### config.mk
export PLATFORM = sky130hd
export DESIGN_NAME = echo_pulse_distance_meter
export DESIGN_NICKNAME = d
export VERILOG_FILES = /design/src/epdm_pkg.sv /design/src/epdm_sensor_ram.sv /design/src/epdm_range_div.sv /design/src/echo_pulse_distance_meter.sv
export SDC_FILE = /design/constraint.sdc
export NUM_CORES = 1
export LEC_CHECK = 0
export BUFFER_PORTS_ARGS = -buffer_cell sky130_fd_sc_hd__buf_4
export CAP_MARGIN = 5
export CORE_MARGIN = 4
export CORE_UTILIZATION = 26
export DETAILED_ROUTE_END_ITERATION = 12
export HOLD_SLACK_MARGIN = 0.02
export SLEW_MARGIN = 40
export SYNTH_ARGS = -nofsm -noshare
export SYNTH_HDL_FRONTEND = slang
export SYNTH_SLANG_ARGS = --single-unit
### constraint.sdc
create_clock -name aclk -period 8.25 [get_ports aclk]
set_input_delay 1.65 -clock aclk [delete_from_list [all_inputs] [get_ports aclk]]
set_output_delay 1.65 -clock aclk [all_outputs]
set_load 0.005 [all_outputs]
### src/epdm_pkg.sv
package epdm_pkg;

    // Number of sensor channels with state in the sensor memory.
    localparam int SENSORS = 8;
    localparam int SENS_AW = (SENSORS > 1) ? $clog2(SENSORS) : 1;

    // Input opcodes.
    localparam logic [1:0] OP_START = 2'd0;
    localparam logic [1:0] OP_ECHO  = 2'd1;
    localparam logic [1:0] OP_TICK  = 2'd2;

    // Result status codes.
    localparam logic [1:0] STATUS_MEASURED = 2'd0;
    localparam logic [1:0] STATUS_TIMEOUT  = 2'd1;
    localparam logic [1:0] STATUS_BAD_ID   = 2'd2;

    // Configuration register indexes.
    localparam logic [1:0] CFG_WRAP_AT_TOP  = 2'd0;
    localparam logic [1:0] CFG_COUNTER_TOP  = 2'd1;
    localparam logic [1:0] CFG_TIMEOUT_MS   = 2'd2;
    localparam logic [1:0] CFG_SENSOR_COUNT = 2'd3;

    localparam logic [15:0] FULL_TOP     = 16'hFFFF;
    localparam logic [6:0]  TICKS_PER_CM = 7'd116;
    localparam logic [8:0]  MAX_CM       = 9'd400;

    // floor(2^23 / 116); the quotient estimate is low by at most one.
    localparam logic [16:0] CM_RECIP = 17'd72315;
    localparam int          CM_SHIFT = 23;

    typedef enum logic [1:0] {
        PHASE_IDLE,
        PHASE_RISE,
        PHASE_DONE
    } phase_t;

    typedef enum logic [2:0] {
        CS_IDLE,
        CS_START_WR,
        CS_WALK,
        CS_CHECK_RD,
        CS_CHECK,
        CS_DIV,
        CS_EMIT
    } ctl_state_t;

    typedef struct packed {
        logic [1:0]  opcode;
        logic [2:0]  sensor_id;
        logic [7:0]  echo_levels;
        logic [15:0] timer_count;
    } in_item_t;

    typedef struct packed {
        logic [2:0] result_sensor;
        logic [8:0] distance_cm;
        logic [1:0] status;
    } result_t;

    typedef struct packed {
        logic        last_level;
        phase_t      phase;
        logic [15:0] rise;
        logic [15:0] fall;
    } entry_t;

    typedef struct packed {
        logic               en;
        logic [SENS_AW-1:0] addr;
        entry_t             data;
    } ram_wr_t;

    typedef struct packed {
        logic        start;
        logic [15:0] rise;
        logic [15:0] fall;
    } div_req_t;

    typedef struct packed {
        logic       done;
        logic [8:0] dist_cm;
    } div_rsp_t;

endpackage

### src/epdm_sensor_ram.sv
module epdm_sensor_ram
    import epdm_pkg::*;
(
    input  logic               aclk,
    input  logic               aresetn,
    input  ram_wr_t            wr,
    input  logic               rd_en,
    input  logic [SENS_AW-1:0] rd_addr,
    output entry_t             rd_data
);

    entry_t             mem [SENSORS];
    entry_t             rd_reg;
    logic               rd_valid_reg;
    logic [SENSORS-1:0] valid_reg;
    logic [SENSORS-1:0] valid_next;

    always_ff @(posedge aclk) begin
        if (wr.en) begin
            mem[wr.addr] <= wr.data;
        end
        if (rd_en) begin
            rd_reg <= mem[rd_addr];
        end
    end

    // An entry never written reads as idle with a low last level.
    always_comb begin
        valid_next = valid_reg;
        if (wr.en) begin
            valid_next[wr.addr] = 1'b1;
        end
    end

    always_ff @(posedge aclk) begin
        if (!aresetn) begin
            valid_reg    <= '0;
            rd_valid_reg <= 1'b0;
        end else begin
            valid_reg <= valid_next;
            if (rd_en) begin
                rd_valid_reg <= valid_reg[rd_addr];
            end
        end
    end

    always_comb begin
        rd_data = rd_reg;
        if (!rd_valid_reg) begin
            rd_data.last_level = 1'b0;
            rd_data.phase      = PHASE_IDLE;
        end
    end

endmodule

### src/epdm_range_div.sv
module epdm_range_div
    import epdm_pkg::*;
(
    input  logic        aclk,
    input  logic        aresetn,
    input  logic        wrap_at_top,
    input  logic [15:0] counter_top,
    input  div_req_t    req,
    output div_rsp_t    rsp
);

    logic [15:0] top;
    logic [15:0] ticks;
    logic [15:0] ticks0_reg;
    logic [15:0] ticks1_reg;
    logic [32:0] prod_reg;
    logic [9:0]  q0;
    logic [16:0] back;
    logic [15:0] rem;
    logic [9:0]  quot;
    logic [8:0]  dist_next;
    logic [8:0]  dist_reg;
    logic        v0_reg;
    logic        v1_reg;
    logic        v2_reg;

    // Pulse width in timer ticks; a wrapped pulse spans the counter top.
    always_comb begin
        top = wrap_at_top ? counter_top : FULL_TOP;
        if (req.fall >= req.rise) begin
            ticks = req.fall - req.rise;
        end else begin
            ticks = top - req.rise + req.fall + 16'd1;
        end
    end

    // Quotient estimate by reciprocal, then a single correction step.
    always_comb begin
        q0   = prod_reg[CM_SHIFT +: 10];
        back = q0 * TICKS_PER_CM;
        rem  = ticks1_reg - back[15:0];
        if (rem >= 16'(TICKS_PER_CM)) begin
            quot = q0 + 10'd1;
        end else begin
            quot = q0;
        end
        if (quot > 10'(MAX_CM)) begin
            dist_next = MAX_CM;
        end else begin
            dist_next = quot[8:0];
        end
    end

    always_ff @(posedge aclk) begin
        ticks0_reg <= ticks;
        prod_reg   <= ticks0_reg * CM_RECIP;
        ticks1_reg <= ticks0_reg;
        dist_reg   <= dist_next;
    end

    always_ff @(posedge aclk) begin
        if (!aresetn) begin
            v0_reg <= 1'b0;
            v1_reg <= 1'b0;
            v2_reg <= 1'b0;
        end else begin
            v0_reg <= req.start;
            v1_reg <= v0_reg;
            v2_reg <= v1_reg;
        end
    end

    assign rsp.done    = v2_reg;
    assign rsp.dist_cm = dist_reg;

endmodule

### src/echo_pulse_distance_meter.sv
// A start writes its sensor's entry back from the start-write state; a bad id and a timeout
// go straight to the emit state. An echo walks the n sensors in use one per memory cycle, then
// reads the armed sensor's entry if measuring, and with a finished pulse runs the divider
// and emits its result. The input takes one transaction at a time; a result waits in the
// emit state while the output register still holds an untaken result and m_ready is low.
// Reset (synchronous, aresetn low): idle, not measuring, registers at defaults, entries idle.
module echo_pulse_distance_meter
    import epdm_pkg::*;
(
    input  logic       aclk,
    input  logic       aresetn,

    input  logic       s_valid,
    output logic       s_ready,
    input  in_item_t   s_data,

    output logic       m_valid,
    input  logic       m_ready,
    output result_t    m_data,

    input  logic       cfg_valid,
    output logic       cfg_ready,
    input  logic [1:0] cfg_index,
    input  logic [15:0] cfg_data
);

    // Configuration registers.
    logic        wrap_reg,    wrap_next;
    logic [15:0] top_reg,     top_next;
    logic [9:0]  timeout_reg, timeout_next;
    logic [3:0]  count_reg,   count_next;

    // Sequencer and measurement state.
    ctl_state_t         state_reg,     state_next;
    logic               measuring_reg, measuring_next;
    logic [2:0]         armed_reg,     armed_next;
    logic [9:0]         elapsed_reg,   elapsed_next;
    logic [SENS_AW-1:0] idx_reg,       idx_next;
    in_item_t           item_reg,      item_next;
    result_t            res_reg,       res_next;
    logic               out_valid_reg, out_valid_next;
    result_t            out_data_reg,  out_data_next;

    logic [3:0]         n_use;
    logic               cur_level;
    entry_t             upd;

    ram_wr_t            wr;
    logic               rd_en;
    logic [SENS_AW-1:0] rd_addr;
    entry_t             rd_data;
    div_req_t           div_req;
    div_rsp_t           div_rsp;

    // The per-sensor phase, level and stamps live in one small memory.
    epdm_sensor_ram u_ram (
        .aclk    (aclk),
        .aresetn (aresetn),
        .wr      (wr),
        .rd_en   (rd_en),
        .rd_addr (rd_addr),
        .rd_data (rd_data)
    );

    // Pulse width and the division by 116 run in a three-stage pipeline.
    epdm_range_div u_div (
        .aclk        (aclk),
        .aresetn     (aresetn),
        .wrap_at_top (wrap_reg),
        .counter_top (top_reg),
        .req         (div_req),
        .rsp         (div_rsp)
    );

    // Always ready; the user writes only while the block is idle, which it does not enforce.
    assign cfg_ready = 1'b1;

    always_comb begin
        wrap_next    = wrap_reg;
        top_next     = top_reg;
        timeout_next = timeout_reg;
        count_next   = count_reg;
        if (cfg_valid) begin
            case (cfg_index)
                CFG_WRAP_AT_TOP:  wrap_next    = cfg_data[0];
                CFG_COUNTER_TOP:  top_next     = cfg_data;
                CFG_TIMEOUT_MS:   timeout_next = cfg_data[9:0];
                CFG_SENSOR_COUNT: count_next   = cfg_data[3:0];
                default: ;
            endcase
        end
    end

    // Sensors in use never exceed the number of channels with state.
    assign n_use = (count_reg < 4'(SENSORS)) ? count_reg : 4'(SENSORS);

    // Edge detection for the sensor being walked: a rise is recorded only in the
    // idle phase, a fall only after a rise; any change updates the stored level.
    always_comb begin
        cur_level = item_reg.echo_levels[idx_reg];
        upd       = rd_data;
        if (cur_level != rd_data.last_level) begin
            upd.last_level = cur_level;
            if (cur_level && (rd_data.phase == PHASE_IDLE)) begin
                upd.rise  = item_reg.timer_count;
                upd.phase = PHASE_RISE;
            end else if (!cur_level && (rd_data.phase == PHASE_RISE)) begin
                upd.fall  = item_reg.timer_count;
                upd.phase = PHASE_DONE;
            end
        end
    end

    always_comb begin
        state_next     = state_reg;
        measuring_next = measuring_reg;
        armed_next     = armed_reg;
        elapsed_next   = elapsed_reg;
        idx_next       = idx_reg;
        item_next      = item_reg;
        res_next       = res_reg;
        out_valid_next = out_valid_reg && !m_ready;
        out_data_next  = out_data_reg;
        s_ready        = 1'b0;
        rd_en          = 1'b0;
        rd_addr        = '0;
        wr             = '0;
        div_req        = '0;

        case (state_reg)
            CS_IDLE: begin
                s_ready = 1'b1;
                if (s_valid) begin
                    item_next = s_data;
                    case (s_data.opcode)
                        OP_START: begin
                            // A bad id answers at once, busy or not; a valid start
                            // while busy is dropped.
                            if ({1'b0, s_data.sensor_id} >= n_use) begin
                                res_next.result_sensor = s_data.sensor_id;
                                res_next.distance_cm   = '0;
                                res_next.status        = STATUS_BAD_ID;
                                state_next             = CS_EMIT;
                            end else if (!measuring_reg) begin
                                measuring_next = 1'b1;
                                armed_next     = s_data.sensor_id;
                                elapsed_next   = '0;
                                rd_en          = 1'b1;
                                rd_addr        = s_data.sensor_id[SENS_AW-1:0];
                                state_next     = CS_START_WR;
                            end
                        end
                        OP_ECHO: begin
                            if (n_use != 4'd0) begin
                                rd_en      = 1'b1;
                                rd_addr    = '0;
                                idx_next   = '0;
                                state_next = CS_WALK;
                            end else begin
                                state_next = CS_CHECK_RD;
                            end
                        end
                        OP_TICK: begin
                            // The timeout result comes on tick number timeout_ms + 1.
                            if (measuring_reg) begin
                                if (elapsed_reg >= timeout_reg) begin
                                    measuring_next         = 1'b0;
                                    res_next.result_sensor = armed_reg;
                                    res_next.distance_cm   = '0;
                                    res_next.status        = STATUS_TIMEOUT;
                                    state_next             = CS_EMIT;
                                end else begin
                                    elapsed_next = elapsed_reg + 10'd1;
                                end
                            end
                        end
                        default: ;
                    endcase
                end
            end

            CS_START_WR: begin
                // Arming clears only the phase; level and stamps are kept.
                wr.en         = 1'b1;
                wr.addr       = armed_reg[SENS_AW-1:0];
                wr.data       = rd_data;
                wr.data.phase = PHASE_IDLE;
                state_next    = CS_IDLE;
            end

            CS_WALK: begin
                // Write back sensor idx while reading sensor idx + 1; the two never
                // address the same entry, so no forwarding is needed.
                wr.en   = 1'b1;
                wr.addr = idx_reg;
                wr.data = upd;
                if ((4'(idx_reg) + 4'd1) < n_use) begin
                    rd_en    = 1'b1;
                    rd_addr  = idx_reg + 1'b1;
                    idx_next = idx_reg + 1'b1;
                end else begin
                    state_next = CS_CHECK_RD;
                end
            end

            CS_CHECK_RD: begin
                // The last walk write has landed, so this read sees fresh data.
                if (measuring_reg) begin
                    rd_en      = 1'b1;
                    rd_addr    = armed_reg[SENS_AW-1:0];
                    state_next = CS_CHECK;
                end else begin
                    state_next = CS_IDLE;
                end
            end

            CS_CHECK: begin
                if (rd_data.phase == PHASE_DONE) begin
                    div_req.start  = 1'b1;
                    div_req.rise   = rd_data.rise;
                    div_req.fall   = rd_data.fall;
                    measuring_next = 1'b0;
                    state_next     = CS_DIV;
                end else begin
                    state_next = CS_IDLE;
                end
            end

            CS_DIV: begin
                if (div_rsp.done) begin
                    res_next.result_sensor = armed_reg;
                    res_next.distance_cm   = div_rsp.dist_cm;
                    res_next.status        = STATUS_MEASURED;
                    state_next             = CS_EMIT;
                end
            end

            CS_EMIT: begin
                // Hand the result to the output register once it is free.
                if (!out_valid_reg || m_ready) begin
                    out_valid_next = 1'b1;
                    out_data_next  = res_reg;
                    state_next     = CS_IDLE;
                end
            end

            default: begin
                state_next = CS_IDLE;
            end
        endcase
    end

    always_ff @(posedge aclk) begin
        if (!aresetn) begin
            state_reg     <= CS_IDLE;
            measuring_reg <= 1'b0;
            armed_reg     <= '0;
            elapsed_reg   <= '0;
            out_valid_reg <= 1'b0;
            wrap_reg      <= 1'b0;
            top_reg       <= 16'hFFFF;
            timeout_reg   <= 10'd30;
            count_reg     <= 4'd0;
        end else begin
            state_reg     <= state_next;
            measuring_reg <= measuring_next;
            armed_reg     <= armed_next;
            elapsed_reg   <= elapsed_next;
            out_valid_reg <= out_valid_next;
            wrap_reg      <= wrap_next;
            top_reg       <= top_next;
            timeout_reg   <= timeout_next;
            count_reg     <= count_next;
        end
    end

    // Payload registers carry no reset.
    always_ff @(posedge aclk) begin
        idx_reg      <= idx_next;
        item_reg     <= item_next;
        res_reg      <= res_next;
        out_data_reg <= out_data_next;
    end

    assign m_valid = out_valid_reg;
    assign m_data  = out_data_reg;

endmodule

==> results.sh, run 1 <==
export IMPL_design_die_area_um2=110000
export IMPL_synth_nets=2818
export IMPL_power_leakage_uw=0.0128
export IMPL_synth_largest_area_cell="edfxtp_1"
export IMPL_period_needed_ps=6500
export IMPL_numClockSinks=480
export IMPL_grt_use_total_pct=11.8
export IMPL_grt_setup_unrepaired="false"
export IMPL_seq_area_frac_synth_pct=48.9
export IMPL_postSynth_asyncResetShare_pct=0
export IMPL_detailroute_via_count=18100
export IMPL_detailed_place_hpwl_um=44300
export IMPL_cellPowerDensity_nw_per_um2=242
export IMPL_post_route_cell_area_um2=31000
export IMPL_die_x_um=332
export IMPL_ctsRootBufferMaster="clkbuf_16"
export IMPL_route_final_wire_length_um=66300
export IMPL_setup_viol=0
export IMPL_crit_share_post_route_pct=78.8
export IMPL_die_height_um=332
export IMPL_post_synth_instance_area_um2=27200
export IMPL_grt_antenna_before_repair=0
export IMPL_cts_resized_gates=0
export IMPL_max_vdd_ir_drop_mv=0.163
export IMPL_drt_first_pass_iters=5
export IMPL_routedWlPerCell_um=17.1
export IMPL_post_dp_cell_area_um2=29500
export IMPL_final_hold_viol_count=0
export IMPL_first_global_vias=17900
export IMPL_max_reg_flops=280
export IMPL_final_layout_size_suffix_gt1_share_pct=9.50
export IMPL_clock_skews_ps=33.7
export IMPL_sum_of_overflow_across_all_layers_after_global_routing=0
export IMPL_yosys_top_cells_area="edfxtp_1, ha_1, fa_1"
export IMPL_cts_tree="done"
export IMPL_ys_flop_type="edfxtp_1"
export IMPL_max_clock_path_buffers=3
export IMPL_min_delay_path_class="flip-flop to flip-flop"
export IMPL_synth_warning_count=0
export IMPL_antenna_left=0
export IMPL_cts_hold_buffers=0
export IMPL_postSynthCellCount=2410
export IMPL_critical_path_endpoint_type="flip-flop"
export IMPL_synth_edf_count=370
export IMPL_grt_first_pass_wirelength_um=104000
export IMPL_worstReg2RegStart="u_div.prod_reg[27]$_DFF_P_"
export IMPL_r2r_slack_ps=1750
export IMPL_worst_skew_pair_late_latency_ps=620
export IMPL_clock_tree_htree_level_count=2
export IMPL_report_final_slew_viol_count=0
export IMPL_start_kind="flip-flop"
export IMPL_core_region_area_um2=104000
export IMPL_avgViaCountPerCell=4.65
export IMPL_place_congestion=0.855
export IMPL_fin_tns_setup_ps=0
export IMPL_synth_lib_cells_used_distinct=93
export IMPL_drc=0
export IMPL_synth_largest_type_area_fraction_pct=40.8
export IMPL_fmax_mhz=154
export IMPL_postSynthAreaPerCell_um2=11.3
export IMPL_max_slew_margin_rel_pct=45.8
export IMPL_io_pins=69
export IMPL_worst_slew_pin_slew_ps=813
export IMPL_drt_iter0_drc=1257
export IMPL_port_buffer_count=67
export IMPL_drv_cap=0
export IMPL_worst_hold_startpoint="res_reg[13]$_DFFE_PP_"
export IMPL_crit_required_ps=8730
export IMPL_worst_ep_arrival_time_ps=6980
export IMPL_crit_start="u_div.prod_reg[27]$_DFF_P_"
export IMPL_final_net_count=2876
export IMPL_cts_made_buffers=49
export IMPL_timing_setup_critical_path_class="flip-flop to flip-flop"
export IMPL_run_status="finished, final reports clean"
export IMPL_critical_path_peak_fanout=8
export IMPL_postCtsSetupRepairBufs=0
export IMPL_area_growth_syn_to_layout_pct=13.9
export IMPL_ys_ff_latch=480
export IMPL_start_util_pct=26.3
export IMPL_floorplan_rows=118
export IMPL_maximum_number_of_pins_on_one_net_before_global_route_repair=108
export IMPL_cts_clk_slew_worst_paths_ps=60
[worst max-delay path, stage by stage, from the launching register on]
cell,delay [ps]
dfxtp_1,520
inv_1,240
fa_1,520
inv_1,40
ha_1,260
inv_1,50
fa_1,490
inv_1,40
ha_1,310
inv_1,110
o21bai_1,90
a21oi_1,220
nor2b_1,80
o21a_1,180
o21ai_0,140
nand2b_1,80
a21oi_1,190
xor2_1,90
ha_1,400
inv_1,80
a221oi_1,310
o311ai_0,180
nor4bb_1,600
nand3_2,220
nor2_2,280
nor3b_4,90
xnor2_2,200
or3_1,380
[routing by layer]
layer,global-route usage (%),up-vias,part of all wire [%]
li1,-,8614,-
met5,0,-,0
met3,2.04,75,5.7
met4,2.89,0,1.8
met2,19.1,464,46
met1,16.5,8911,46
[layout by cell type, fill, tap and decap left out, drive strengths merged, types with 9 or more instances in the layout]
| cell type | instances |
|---|---|
| nand2b | 18 |
| nor2 | 118 |
| dfxtp | 110 |
| a211oi | 40 |
| inv | 250 |
| fa | 122 |
| buf | 94 |
| a21oi | 75 |
| a311oi | 37 |
| a22o | 33 |
| clkbuf | 63 |
| o21a | 11 |
| xor2 | 23 |
| nand4 | 10 |
| nor2b | 22 |
| or3 | 12 |
| or2 | 10 |
| clkinv | 12 |
| xnor2 | 43 |
| nand2 | 353 |
| mux2i | 15 |
| and2 | 53 |
| a31o | 36 |
| o21ai | 43 |
| o211ai | 9 |
| nand3 | 105 |
| edfxtp | 370 |
| and3 | 21 |
| a21o | 20 |
| ha | 234 |
| nor3 | 32 |
[cells by family (layout without fill, tap and decap cells)]
| family | count (synthesis) | count (layout) | share of synthesized area, % |
|---|---|---|---|
| xor+xnor | 66 | 66 | 2.20 |
| fa+ha+maj | 356 | 356 | 19.7 |
| mux | 24 | 24 | 1.01 |
| flops | 480 | 480 | 48.9 |
| simple gates | 779 | 779 | 13.3 |
| compound gates | 372 | 372 | 10.3 |
| buf+inv | 332 | 426 | 4.67 |
| other cells | 1 | 2 | 0.0138 |
[final cells by class]
cell class              instances  area (um2)
fillers                     10600       72800
well taps                    1380        1730
inverters                     245         920
clock inverters                24         274
repair buffers                 94         742
multi-input cells            1598       12800
clock buffers                  63        1280
diodes                          1        2.50
flip-flops and latches        480       13300
[synth_stat cells (8+ instances only)]
cell,number
and3_1,17
fa_1,122
o21ai_0,39
nand3_1,104
or3_1,11
a21o_1,20
o211ai_1,8
a211oi_1,40
clkbuf_1,72
nand2_1,352
edfxtp_1,370
a311oi_1,36
and2_1,45
mux2i_1,15
xor2_1,23
a21oi_1,71
o31ai_1,8
nor2b_1,22
nor3_1,30
nor2_1,117
or2_2,10
a31o_1,33
dfxtp_1,110
a22o_1,33
inv_1,244
xnor2_1,40
nand4_1,10
nand2b_1,18
and2_0,8
ha_1,234
o21a_1,11
[worst paths after layout]
check | to | cells past startpoint
setup / recovery | u_div.dist_reg[4]$_SDFF_PN1_ | 27
hold / removal | m_data[13]$_DFFE_PP_ | 0
hold reg to reg | m_data[13]$_DFFE_PP_ | 0
setup reg to reg | u_div.dist_reg[4]$_SDFF_PN1_ | 27
[where the power goes]
| part | total [uW] | leakage [uW] | switching, uW | internal, uW |
|---|---|---|---|---|
| clock network | 2170 | 0.000737 | 964 | 1210 |
| logic | 2210 | 0.00778 | 1360 | 851 |
| registers | 3120 | 0.00433 | 152 | 2970 |
[metrics by stage]
step	worst slack, ps	instances	util [%]	power [uW]	hold WS (ps)
after global placement	1880	3796	28.4	5360	405
after detailed placement	1800	3797	28.4	5380	406
after global routing	1150	3884	29.9	7920	438
after CTS	1780	3884	29.9	7580	422
after floorplan	2500	2410	-	4730	400
final	1750	3885	29.9	7500	419
Power figures use the tool's default switching activity.
==> inputs of run 2 (changes only) <==
ABC_AREA = 1   (was not set)
clock period = 6.05 ns   (was 8.25 ns; I/O delays follow)
==> run 2 against run 1 <==
Cell count rose by 13%. Sequential share of layout area fell by 1.2 points. Sequential power rose by 51%. Worst setup slack got worse by 1400 ps. Register-to-register slack got worse by 1400 ps. Clock skew fell by 2.4 ps. Maximum frequency rose by 15%.
==> results.sh, run 2 <==
export IMPL_run_status="finished, final reports clean"
export IMPL_worst_ep_arrival_time_ps=6150
export IMPL_cellPowerDensity_nw_per_um2=402
export IMPL_timing_setup_critical_path_class="flip-flop to flip-flop"
export IMPL_netSwitchingPower_uw=4980
export IMPL_mostFrequentLayoutCell="nand2_1"
export IMPL_crit_share_post_route_pct=93.5
export IMPL_start_kind="flip-flop"
export IMPL_postCtsSetupRepairBufs=0
export IMPL_ys_flop_type="edfxtp_1"
export IMPL_die_x_um=336
export IMPL_setup_viol=0
export IMPL_max_slew_margin_rel_pct=41.1
export IMPL_ys_ff_latch=480
export IMPL_critPathSlowestCell="fa_1"
export IMPL_grt_antenna_before_repair=0
export IMPL_seq_area_frac_synth_pct=47.5
export IMPL_final_net_count=3347
export IMPL_detailed_place_hpwl_um=49100
export IMPL_cts_resized_gates=0
export IMPL_cts_hold_buffers=0
export IMPL_share_clk_of_total_power_pct=23.9
export IMPL_clock_tree_htree_level_count=2
export IMPL_synth_lib_cells_used_distinct=53
export IMPL_worst_r2r_cell_count=16
export IMPL_period_needed_ps=5660
export IMPL_grt_use_total_pct=12.4
export IMPL_core_region_area_um2=107000
export IMPL_layout_common_cells="nand2_1, inv_1, edfxtp_1"
export IMPL_worst_path_largest_cell_delay_ps=630
export IMPL_clock_skews_ps=31.3
export IMPL_area_growth_syn_to_layout_pct=13.8
export IMPL_final_hold_viol_count=0
export IMPL_switching_share_pct=38.8
export IMPL_p_seq_share_pct=36.6
export IMPL_timing_critical_path_depth=16
export IMPL_floorplan_rows=120
export IMPL_detailroute_via_count=20000
export IMPL_port_buffer_count=67
export IMPL_postSynthAreaPerCell_um2=9.76
export IMPL_drv_cap=0
export IMPL_fmax_mhz=177
export IMPL_worst_slew_pin_slew_ps=884
export IMPL_antenna_cells=0
export IMPL_combPwrFrac_pct=39.5
export IMPL_postSynthCellCount=2870
export IMPL_top_cell_family_by_delay_on_the_critical_path="adder cells"
export IMPL_critical_path_peak_fanout=7
export IMPL_cts_tree="done"
export IMPL_cp_common_cell="fa_1"
export IMPL_design_die_area_um2=113000
export IMPL_report_final_slew_viol_count=0
export IMPL_power_leakage_uw=0.0137
export IMPL_place_congestion=0.872
export IMPL_critical_path_endpoint_type="flip-flop"
export IMPL_crit_required_ps=6550
export IMPL_routedWlPerCell_um=16.2
export IMPL_cts_clk_slew_worst_paths_ps=70
export IMPL_synth_warning_count=0
export IMPL_sum_of_overflow_across_all_layers_after_global_routing=0
export IMPL_maximum_number_of_pins_on_one_net_before_global_route_repair=146
export IMPL_max_vdd_ir_drop_mv=0.222
export IMPL_drc=0
export IMPL_synth_edf_count=370
export IMPL_final_util_pct=29.8
export IMPL_post_route_cell_area_um2=31900
export IMPL_avgViaCountPerCell=4.56
export IMPL_grt_setup_unrepaired="false"
export IMPL_synth_largest_type_area_fraction_pct=39.7
export IMPL_numClockSinks=480
export IMPL_drt_iter0_drc=1555
export IMPL_first_global_vias=19600
export IMPL_crit_path_cell_trace="fa_1, inv_1, fa_1, fa_1, inv_1, fa_1, fa_1, fa_1, ha_1, a21oi_1, o21ai_0, a21oi_1, o21ai_0, a21boi_0, o21bai_1, xor2_1"
export IMPL_drt_first_pass_iters=5
export IMPL_grt_first_pass_wirelength_um=111000
export IMPL_start_util_pct=26.2
export IMPL_yosys_top_cells_area="edfxtp_1, ha_1, fa_1"
export IMPL_synth_nets=3278
export IMPL_antenna_left=0
export IMPL_synth_top_cells_by_count="nand2_1, inv_1, edfxtp_1"
export IMPL_hold_path_depth=0
export IMPL_synth_largest_area_cell="edfxtp_1"
export IMPL_postSynth_asyncResetShare_pct=0
export IMPL_die_height_um=336
export IMPL_max_clock_path_buffers=3
export IMPL_cellInternalPower_uw=7850
export IMPL_post_synth_instance_area_um2=28000
export IMPL_min_delay_path_class="flip-flop to flip-flop"
export IMPL_ctsRootBufferMaster="clkbuf_16"
export IMPL_io_pins=69
export IMPL_yosys_cell_count_top_type="nand2_1"
export IMPL_final_layout_size_suffix_gt1_share_pct=7.90
export IMPL_max_reg_flops=280
export IMPL_worst_skew_pair_late_latency_ps=610
export IMPL_timing_critical_path_buf_inv=2
export IMPL_route_final_wire_length_um=71100
export IMPL_post_dp_cell_area_um2=30300
export IMPL_fin_tns_setup_ps=0
export IMPL_cts_made_buffers=47
## run 2: cell count changes after synthesis, sizes merged, moves of 53 or more
cell,previous run,this run
a21oi,75,136
and2,53,0
inv,245,424
nand2,353,441
nor2,118,315
o21ai,43,263
o22ai,5,76
## run 2: area by class of cell
class / instances / area [um2]
Timing Repair Buffer: 98 / 764
Multi-Input combinational cell: 1885 / 12800
Clock inverter: 24 / 318
Tap cell: 1403 / 1760
Fill cell: 11100 / 75200
Inverter: 427 / 1610
Sequential cell: 480 / 13300
Clock buffer: 62 / 1310
## run 2: worst paths after layout
path                                                   from                    endpoint  slack (ps)
worst max-delay path            u_div.ticks0_reg[7]$_DFF_P_  u_div.prod_reg[28]$_DFF_P_         390
worst min-delay path               res_reg[4]$_SDFFCE_PN0P_         m_data[4]$_DFFE_PP_         410
worst max register to register  u_div.ticks0_reg[7]$_DFF_P_  u_div.prod_reg[28]$_DFF_P_         390
worst min register to register     res_reg[4]$_SDFFCE_PN0P_         m_data[4]$_DFFE_PP_         410
## run 2: cell families (layout without fill, tap and decap cells)
group	Yosys count	in the layout	synth area share, %
and+or+nand+nor	930	930	13.9
AOI/OAI and AO/OA	552	552	10.9
buffers and inverters	505	611	6.99
DFF	480	480	47.5
adders and majority gates	356	356	19.2
xor gates and xnor gates	46	46	1.44
other	1	1	0.0134
## run 2: per-layer routing
layer,GRT usage [%],wire (um),vias up
li1,-,-,9798
met5,0,0,-
met1,17.5,33400,9506
met4,3.05,1470,0
met3,1.71,3870,104
met2,20.1,32300,542
## run 2: power by group through the flow
stage,sequential (uW),clock [uW],combinational [uW]
global placement,4760,0,4980
CTS,4700,3140,5080
floorplan,4670,0,3640
global route,4740,3290,5790
detailed placement,4770,0,5040
finish,4700,3060,5080
## run 2: through the flow
stage	hold WS (ps)	std cells	power [uW]	setup slack [ps]
5_1_grt	425	4379	13800	76.9
6_report	412	4379	12800	393
4_1_cts	414	4379	12900	479
2_1_floorplan	390	2870	8310	1070
3_5_place_dp	400	4293	9810	499
3_3_place_gp	394	4293	9740	548
